===== src/rtl/tast_pkg.sv =====
// Package: constants, codes and controller/datapath link types of the slot table unit.
package tast_pkg;

   localparam int SLOTS      = 10;
   localparam int TYPES      = 2;
   localparam int EVENTS     = 10;
   localparam int TABLE_SIZE = SLOTS * TYPES;

   localparam int IDX_W = (TABLE_SIZE > 1) ? $clog2(TABLE_SIZE) : 1;
   localparam int OFF_W = (SLOTS > 1) ? $clog2(SLOTS) : 1;
   localparam int TY_W  = (TYPES > 1) ? $clog2(TYPES) : 1;

   localparam logic [31:0] WINDOW_RESET  = 32'd2000000000;
   localparam logic [31:0] TIMEOUT_RESET = 32'd2000000000;
   localparam logic [15:0] DELAY_RESET   = 16'd1000;

   localparam logic [7:0] EV_APP_BEGIN = 8'd1;
   localparam logic [7:0] EV_APP_END   = 8'd2;

   localparam logic [1:0] CSR_WINDOW  = 2'd0;
   localparam logic [1:0] CSR_TIMEOUT = 2'd1;
   localparam logic [1:0] CSR_DELAY   = 2'd2;

   typedef enum logic [1:0] {
      FUNC_EVENT   = 2'd0,
      FUNC_REQUEST = 2'd1,
      FUNC_START   = 2'd2,
      FUNC_FINISH  = 2'd3
   } func_type;

   typedef struct packed {
      logic load;
      logic decode;
      logic step;
   } tast_cmd_type;

   typedef struct packed {
      logic need_scan;
      logic scan_done;
   } tast_sts_type;

endpackage


===== src/rtl/task_admission_slot_table_unit.sv =====
// Top level: background task admission controller with a per-type slot table.
//
//  channel   ports                                  beat taken when
//  --------  -------------------------------------  --------------------------
//  request   start/busy, req_func..req_task_id      start high, busy low
//  response  rsp_valid, rsp_status/delay_ms/stored  rsp_valid high (one cycle)
//  csr       csr_valid/ready, csr_index, csr_wdata  csr_valid and csr_ready
//
// One item at a time: the next item is accepted in idle, after the result beat
// of the last. The scan visits n slots, one per cycle through a single expiry
// comparator: 0 for a system event or a request held by a recent app start,
// up to SLOTS for start or finish, up to TYPES*SLOTS for a request.
// Synchronous reset clears the controller, the occupancy bits and the
// app-start time and loads the config defaults; no clearing pass is needed.
// The response beat cannot be stalled; csr writes are taken at any time.
module task_admission_slot_table_unit import tast_pkg::*; (
   input  logic               clock,
   input  logic               reset,
   input  logic               start,
   output logic               busy,
   input  logic [1:0]         req_func,
   input  logic [62:0]        req_now,
   input  logic [7:0]         req_event_code,
   input  logic [2:0]         req_task_type,
   input  logic signed [31:0] req_task_id,
   output logic               rsp_valid,
   output logic               rsp_status,
   output logic [15:0]        rsp_delay_ms,
   output logic               rsp_stored,
   input  logic               csr_valid,
   output logic               csr_ready,
   input  logic [1:0]         csr_index,
   input  logic [31:0]        csr_wdata
);

   tast_cmd_type cmd;
   tast_sts_type sts;

   // config writes never conflict with the scan, so take every beat
   assign csr_ready = 1'b1;

   // sequence each item: load, decode, scan slots, present the result beat
   tast_controller u_ctrl (
      .clock     (clock),
      .reset     (reset),
      .start     (start),
      .sts       (sts),
      .cmd       (cmd),
      .busy      (busy),
      .rsp_valid (rsp_valid)
   );

   // hold the item, the slot table and the result registers
   tast_datapath u_dp (
      .clock          (clock),
      .reset          (reset),
      .cmd            (cmd),
      .sts            (sts),
      .req_func       (req_func),
      .req_now        (req_now),
      .req_event_code (req_event_code),
      .req_task_type  (req_task_type),
      .req_task_id    (req_task_id),
      .csr_we         (csr_valid && csr_ready),
      .csr_index      (csr_index),
      .csr_wdata      (csr_wdata),
      .rsp_status     (rsp_status),
      .rsp_delay_ms   (rsp_delay_ms),
      .rsp_stored     (rsp_stored)
   );

endmodule


===== src/rtl/tast_datapath.sv =====
// Datapath: item and result registers, config registers, slot table and scan logic.
module tast_datapath import tast_pkg::*; (
   input  logic               clock,
   input  logic               reset,
   input  tast_cmd_type       cmd,
   output tast_sts_type       sts,
   input  logic [1:0]         req_func,
   input  logic [62:0]        req_now,
   input  logic [7:0]         req_event_code,
   input  logic [2:0]         req_task_type,
   input  logic signed [31:0] req_task_id,
   input  logic               csr_we,
   input  logic [1:0]         csr_index,
   input  logic [31:0]        csr_wdata,
   output logic               rsp_status,
   output logic [15:0]        rsp_delay_ms,
   output logic               rsp_stored
);

   func_type           func_ff, func_in;
   logic [62:0]        now_ff, now_in;
   logic [7:0]         code_ff, code_in;
   logic [2:0]         type_ff, type_in;
   logic signed [31:0] id_ff, id_in;

   logic               status_ff, status_in;
   logic [15:0]        delay_ff, delay_in;
   logic               stored_ff, stored_in;

   logic [31:0]        window_ff, window_in;
   logic [31:0]        timeout_ff, timeout_in;
   logic [15:0]        delay_value_ff, delay_value_in;

   logic [62:0]        app_start_ff, app_start_in;
   logic [TABLE_SIZE-1:0] occ_ff, occ_in;
   logic signed [31:0] slot_id_ff [TABLE_SIZE];
   logic [62:0]        slot_time_ff [TABLE_SIZE];
   logic               slot_wr;

   logic [IDX_W-1:0]   idx_ff, idx_in;
   logic [OFF_W-1:0]   off_ff, off_in;
   logic [TY_W-1:0]    scan_type_ff, scan_type_in;
   logic               any_free_ff, any_free_in;

   logic [63:0]        win_diff, exp_diff;
   logic               in_window, expired, cur_occ, slot_free;
   logic               event_bad, type_bad, off_last, type_last;
   logic [IDX_W-1:0]   type_base;
   logic               scan_done;

   assign win_diff  = {1'b0, now_ff} - {1'b0, app_start_ff};
   assign in_window = $signed(win_diff) < $signed({32'd0, window_ff});
   assign exp_diff  = {1'b0, now_ff} - {1'b0, slot_time_ff[idx_ff]};
   assign expired   = $signed(exp_diff) >= $signed({32'd0, timeout_ff});
   assign cur_occ   = occ_ff[idx_ff];
   assign slot_free = !cur_occ || expired;
   assign event_bad = int'(code_ff) >= EVENTS;
   assign type_bad  = int'(type_ff) >= TYPES;
   assign off_last  = off_ff == OFF_W'(SLOTS - 1);
   assign type_last = scan_type_ff == TY_W'(TYPES - 1);
   assign type_base = IDX_W'(int'(type_ff) * SLOTS);

   always_comb begin
      func_in        = func_ff;
      now_in         = now_ff;
      code_in        = code_ff;
      type_in        = type_ff;
      id_in          = id_ff;
      status_in      = status_ff;
      delay_in       = delay_ff;
      stored_in      = stored_ff;
      window_in      = window_ff;
      timeout_in     = timeout_ff;
      delay_value_in = delay_value_ff;
      app_start_in   = app_start_ff;
      occ_in         = occ_ff;
      idx_in         = idx_ff;
      off_in         = off_ff;
      scan_type_in   = scan_type_ff;
      any_free_in    = any_free_ff;
      slot_wr        = 1'b0;
      scan_done      = 1'b0;

      if (csr_we) begin
         case (csr_index)
            CSR_WINDOW:  window_in      = csr_wdata;
            CSR_TIMEOUT: timeout_in     = csr_wdata;
            CSR_DELAY:   delay_value_in = csr_wdata[15:0];
            default: ;
         endcase
      end

      if (cmd.load) begin
         func_in   = func_type'(req_func);
         now_in    = req_now;
         code_in   = req_event_code;
         type_in   = req_task_type;
         id_in     = req_task_id;
         status_in = 1'b0;
         delay_in  = '0;
         stored_in = 1'b0;
      end

      if (cmd.decode) begin
         idx_in       = '0;
         off_in       = '0;
         scan_type_in = '0;
         any_free_in  = 1'b0;
         case (func_ff)
            FUNC_EVENT: begin
               if (event_bad) begin
                  status_in = 1'b1;
               end else if (code_ff == EV_APP_BEGIN) begin
                  app_start_in = now_ff;
               end else if (code_ff == EV_APP_END) begin
                  app_start_in = '0;
               end
            end
            FUNC_REQUEST: begin
               if (in_window) begin
                  delay_in = delay_value_ff;
               end
            end
            FUNC_START, FUNC_FINISH: begin
               status_in = type_bad;
               idx_in    = type_base;
            end
            default: ;
         endcase
      end

      if (cmd.step) begin
         idx_in = idx_ff + IDX_W'(1);
         off_in = off_ff + OFF_W'(1);
         case (func_ff)
            FUNC_REQUEST: begin
               // vacate an expired slot, then count it as free
               if (cur_occ && expired) begin
                  occ_in[idx_ff] = 1'b0;
               end
               if (off_last) begin
                  if (!(any_free_ff || slot_free)) begin
                     delay_in  = delay_value_ff;
                     scan_done = 1'b1;
                  end else if (type_last) begin
                     scan_done = 1'b1;
                  end else begin
                     off_in       = '0;
                     scan_type_in = scan_type_ff + TY_W'(1);
                     any_free_in  = 1'b0;
                  end
               end else begin
                  any_free_in = any_free_ff || slot_free;
               end
            end
            FUNC_START: begin
               if (slot_free) begin
                  occ_in[idx_ff] = 1'b1;
                  slot_wr        = 1'b1;
                  stored_in      = 1'b1;
                  scan_done      = 1'b1;
               end else begin
                  scan_done = off_last;
               end
            end
            FUNC_FINISH: begin
               if (cur_occ && (slot_id_ff[idx_ff] == id_ff)) begin
                  occ_in[idx_ff] = 1'b0;
                  scan_done      = 1'b1;
               end else begin
                  scan_done = off_last;
               end
            end
            default: scan_done = 1'b1;
         endcase
      end
   end

   always_ff @(posedge clock) begin
      if (reset) begin
         window_ff      <= WINDOW_RESET;
         timeout_ff     <= TIMEOUT_RESET;
         delay_value_ff <= DELAY_RESET;
         app_start_ff   <= '0;
         occ_ff         <= '0;
      end else begin
         window_ff      <= window_in;
         timeout_ff     <= timeout_in;
         delay_value_ff <= delay_value_in;
         app_start_ff   <= app_start_in;
         occ_ff         <= occ_in;
      end
   end

   always_ff @(posedge clock) begin
      func_ff      <= func_in;
      now_ff       <= now_in;
      code_ff      <= code_in;
      type_ff      <= type_in;
      id_ff        <= id_in;
      status_ff    <= status_in;
      delay_ff     <= delay_in;
      stored_ff    <= stored_in;
      idx_ff       <= idx_in;
      off_ff       <= off_in;
      scan_type_ff <= scan_type_in;
      any_free_ff  <= any_free_in;
      if (slot_wr) begin
         slot_id_ff[idx_ff]   <= id_ff;
         slot_time_ff[idx_ff] <= now_ff;
      end
   end

   assign sts.need_scan = ((func_ff == FUNC_REQUEST) && !in_window) ||
                          (((func_ff == FUNC_START) || (func_ff == FUNC_FINISH)) && !type_bad);
   assign sts.scan_done = scan_done;

   assign rsp_status   = status_ff;
   assign rsp_delay_ms = delay_ff;
   assign rsp_stored   = stored_ff;

endmodule


===== src/rtl/tast_controller.sv =====
// Controller: sequences load, decode, slot scan and result beat.
module tast_controller import tast_pkg::*; (
   input  logic         clock,
   input  logic         reset,
   input  logic         start,
   input  tast_sts_type sts,
   output tast_cmd_type cmd,
   output logic         busy,
   output logic         rsp_valid
);

   typedef enum logic [3:0] {
      S_IDLE   = 4'b0001,
      S_DECODE = 4'b0010,
      S_SCAN   = 4'b0100,
      S_RESP   = 4'b1000
   } state_type;

   state_type state_ff, state_in;

   always_comb begin
      state_in   = state_ff;
      cmd.load   = 1'b0;
      cmd.decode = 1'b0;
      cmd.step   = 1'b0;
      case (state_ff)
         S_IDLE: begin
            if (start) begin
               cmd.load = 1'b1;
               state_in = S_DECODE;
            end
         end
         S_DECODE: begin
            cmd.decode = 1'b1;
            state_in   = sts.need_scan ? S_SCAN : S_RESP;
         end
         S_SCAN: begin
            cmd.step = 1'b1;
            if (sts.scan_done) begin
               state_in = S_RESP;
            end
         end
         S_RESP: state_in = S_IDLE;
         default: state_in = S_IDLE;
      endcase
   end

   always_ff @(posedge clock) begin
      if (reset) begin
         state_ff <= S_IDLE;
      end else begin
         state_ff <= state_in;
      end
   end

   assign busy      = state_ff != S_IDLE;
   assign rsp_valid = state_ff == S_RESP;

endmodule


===== config.mk =====
export PLATFORM = sky130hd
export DESIGN_NAME = task_admission_slot_table_unit
export DESIGN_NICKNAME = d
export VERILOG_FILES = /design/src/rtl/tast_pkg.sv /design/src/rtl/task_admission_slot_table_unit.sv /design/src/rtl/tast_datapath.sv /design/src/rtl/tast_controller.sv
export SDC_FILE = /design/constraint.sdc
export NUM_CORES = 2
export LEC_CHECK = 0
export ABC_AREA = 1
export BUFFER_PORTS_ARGS = -buffer_cell sky130_fd_sc_hd__buf_2
export CAP_MARGIN = 0
export CORE_MARGIN = 8
export CORE_UTILIZATION = 50
export DETAILED_ROUTE_END_ITERATION = 8
export PLACE_DENSITY_LB_ADDON = 0.05
export SYNTH_ARGS = -nofsm -noshare
export SYNTH_HDL_FRONTEND = slang
export SYNTH_SLANG_ARGS = --single-unit

===== constraint.sdc =====
create_clock -name clock -period 14.4 [get_ports clock]
set_input_delay 1.44 -clock clock [delete_from_list [all_inputs] [get_ports clock]]
set_output_delay 1.44 -clock clock [all_outputs]
set_load 0.05 [all_outputs]

==> results summary <==
Compared with the post-synthesis result, the final layout area differs by 11.4%. The post-synthesis instance area is 0.0980 mm^2. For the worst setup path, the data required time is 14860 ps. The critical path is of the reg -> reg type. The hold buffer count at cts came out at 0.

Along the worst path, the maximum fanout reaches 62. The leading cell type in the layout, fill and taps excluded is edfxtp_1. The leakage power summed over all cells came out at 38.5 nW. The sum of negative setup slack is 0 ps. Counting flops with an async set or reset pin after synthesis yields a share of 0%. The placer's final routability congestion estimate came out at 0.985. The number of nets handed over by synthesis was 9379.

The total routing resource utilization after global routing came out at 29.4%. The clock transition at the registers of the reported paths is 60 ps. The number of endpoints with negative hold slack in the final report came out at 0.

The die area is 0.210 mm^2. The number of input and output port buffers inserted is 165. Entering global routing, the biggest net connects 211 pins. The maximum single-stage delay on the critical path is 760 ps.

The clock tree skew after final layout came out at 55.0 ps. Summing the areas of all compound-gate instances in the mapped netlist gives 12.7% of the synthesized area. The remaining number of nets flagged by the antenna check after routing is 0. The number of rows in the core area came out at 162. The number of setup violations in the final report came out at 0. The tool flagged a number of max-cap violations equal to 0. The arrival time of the worst setup path is 10510 ps. Summing the areas of all xor and xnor instances in the mapped netlist gives 0.634% of the synthesized area. The first-pass GRT wire length is 461000 um. The post-CTS repair timing setup buffer count came out at 0. The number of clock sinks came out at 2209. After detailed placement, the total cell area comes to 0.102 mm^2. Counting every instance in the synthesized netlist gives 9033. In the layout the commonest cells are edfxtp_1, nand2_1, nor2_1. The nature of the critical path startpoint is a flip-flop.

The total number of H-tree levels is 4. The cell type with the largest total area after synthesis is edfxtp_1. The post-synthesis register bit count came out at 2209. The detailed placer's ending HPWL came out at 193000 um. The later pin in the worst-skew pair is clocked with a latency of 880 ps. For this design, the slowest cell found on the critical path is buf_4. Summing the sequential cell areas from Yosys gives 65.7% of the chip area. The length of routed met2 wiring came out at 151000 um.

The maximum resistive drop on vdd is 0.000129 V. After synthesis, the cell types taking the most area are edfxtp_1, o21ai_0, nand2_1, nor2_1, dfxtp_1. In the final layout, the share of cells above drive strength 1 is 9.15%. The placeable core region came out at 0.195 mm^2. The proportion of synthesized area in mux cells is 0.133%. In the synthesized netlist the dominant register cell turns out to be edfxtp_1. Synthesis instantiated 64 different standard cells from the library. TritonCTS built the clock tree.

In this run the mean area of a mapped cell was 10.9 um^2. The die extent in x came out at 459 um. The clock tree buffer depth came out at 3. The routed design could run at a clock period as short as 10050 ps. The mean routed wirelength per cell came out at 26.8 um. The beginning of the worst hold path is u_dp.app_start_ff[1]. The total via count after detailed routing is 70700. In this run the clock root is driven by a clkbuf_16.

The met3 wirelength from detailed routing is 21000 um. By instance count, the cell type seen most on the critical path is nand2_1. The highest achievable clock rate is 99.5 MHz.

The total DRC errors in the routed layout is 0. The total power density per cell area came out at 133 mW/mm^2. The detailed-route vias per instance is 5.92. In this run, post-CTS repair resized a total of 0 instances. The count of pins over their slew limit came to 0. The first routing iteration left 7874 violations. The total overflow reported by the global router came out at 0. The height of the die came out at 459 um. The via count of the first global-routing pass is 67300.

Dividing the final minimum period by the clock period gives 69.8%. The initial cell density of the core came out at 50.3%. The transition time of the tightest slew-check pin is 1290 ps. The worst slew slack as a fraction of its limit is 13.0%. The arithmetic-cell share of the synthesized area counting full adders, half adders and majority gates came out at 2.57%. After the last flow step, the layout net total stands at 9479. Of the total synthesized cell area, the portion taken by AND, OR, NAND and NOR gates is 13.5%.

The routed length on met1 came out at 139000 um. The count of synthesis-stage warnings from yosys is 0. The setup slack of the most critical reg-to-reg path is 4350 ps.

Counting flops with a built-in enable in the synthesized netlist gives 2017. The worst hold path belongs to the class reg -> reg. After synthesis, the largest family of logic cells by area is simple AND/OR/NAND/NOR gates.

The number of placed I/O pins came out at 167. Summed over its instances, the top area cell type makes up 61.8% of the synthesized netlist area. The endpoint type of the worst setup path is a flip-flop. Setup repair after global routing left no endpoint under its margin. The final non-filler cell area is 0.109 mm^2.

The number of antenna violations at the first check in global routing is 8. For this block, the routed nets add up to 321000 um of wire. After detailed routing, no signal wire sits above met5.

The number of buffers inserted during clock tree synthesis is 223. The number of iterations in the first detailed-routing pass came out at 6. The flow ran to the end, and the final reports show no timing, DRC or antenna violations.
[area by class of cell]
| type | instances | area [um^2] |
|---|---|---|
| fill | 16600 | 85600 |
| sequential | 2209 | 64400 |
| multi-input combinational | 5664 | 29100 |
| clock buffer | 275 | 5900 |
| tap | 2624 | 3280 |
| inverter | 703 | 2680 |
| timing repair buffer | 332 | 2330 |
| clock inverter | 140 | 1450 |
| antenna | 3 | 7.51 |
[stage by stage]
| stage | power (W) | worst slack (ps) | utilization [%] | cells | hold slack [ps] |
|---|---|---|---|---|---|
| after detailed placement | 0.00875 | 4620 | 52.3 | 11500 | 451 |
| after global placement | 0.00874 | 4550 | 52.3 | 11500 | 449 |
| after global routing | 0.0149 | 3850 | 56.0 | 11900 | 480 |
| after CTS | 0.0145 | 4570 | 56.0 | 11900 | 463 |
| final | 0.0145 | 4350 | 56.0 | 12000 | 464 |
| after floorplan | 0.00815 | 4800 | - | 9033 | 429 |
[flip-flops by register name, indices dropped and copies added, names as in the netlist, 4 cells and up, named ones only]
signal and flops:
u_dp.window_ff 32, u_dp.now_ff 63, u_dp.id_ff 32, u_ctrl.state_ff 4, u_dp.timeout_ff 32, u_dp.rsp_delay_ms 16
u_dp.code_ff 8, u_dp.slot_id_ff 640, u_dp.slot_time_ff 1260, u_dp.app_start_ff 63, u_dp.delay_value_ff 16, u_dp.off_ff 4
u_dp.idx_ff 5
[routing by layer]
metal	GRT usage, %	vias up
met1	41.4	35200
met3	4.06	493
met5	0	-
met4	8.64	2
li1	-	32200
met2	48.0	2760
[cells in the mapped netlist, types with 3 or more instances]
master    number
nand4_1       52
a21boi_0       5
dfxtp_1      192
mux2i_1       13
nor3_2         5
o21a_1         5
xnor2_1        9
o22ai_1      215
and2_1         5
a21o_1         6
a21oi_2        3
nor2_2        21
nor3_1        43
clkbuf_1     293
nor2_1      1333
buf_6         18
nor4_1         5
nand2_4        6
xor2_1        62
o21ai_0     1059
edfxtp_1    2017
buf_1         26
o21ai_2       15
o21bai_1      14
ha_1         198
nand3_2       12
buf_4         21
o311ai_0      30
nand3b_1      28
nor2_4         3
a21boi_1       3
inv_1        658
buf_2         98
inv_2         33
nand2_1     1361
o21ai_1       88
a32o_1        52
o211ai_1      49
nand2_2       54
o221ai_1     184
a31oi_1        4
a21oi_1      406
clkinv_1      11
and3_1         3
nand3_1      291
[worst paths after layout]
| kind | end | depth (start not counted) |
|---|---|---|
| max | u_dp.slot_time_ff[0][1] | 37 |
| min | u_dp.app_start_ff[1] | 2 |
| max reg2reg | u_dp.slot_time_ff[0][1] | 37 |
| min reg2reg | u_dp.app_start_ff[1] | 2 |
[critical path: cells and delay by family, from the launching register on]
kind                     cells  cell delay, ps
buffers and inverters        6            3840
flip-flops                   1             650
adder cells (fa/ha/maj)      2             870
AND/OR/NAND/NOR             24            2750
AO/OA/AOI/OAI                4             980
XOR/XNOR                     1             170
[where the power goes]
| part | internal [W] | total [W] | switching (W) |
|---|---|---|---|
| logic | 0.000408 | 0.00147 | 0.00106 |
| registers | 0.00708 | 0.00716 | 0.0000817 |
| clock network | 0.00334 | 0.00584 | 0.00250 |
[kinds of logic after synthesis]
logic type      count (synthesis)
fa+ha+maj                     200
mux                            13
other cells                     1
compound gates               2149
xor+xnor                       71
simple gates                 3230
buf+inv                      1160
flops                        2209
Note: power is estimated with default switching activity, not from simulation.
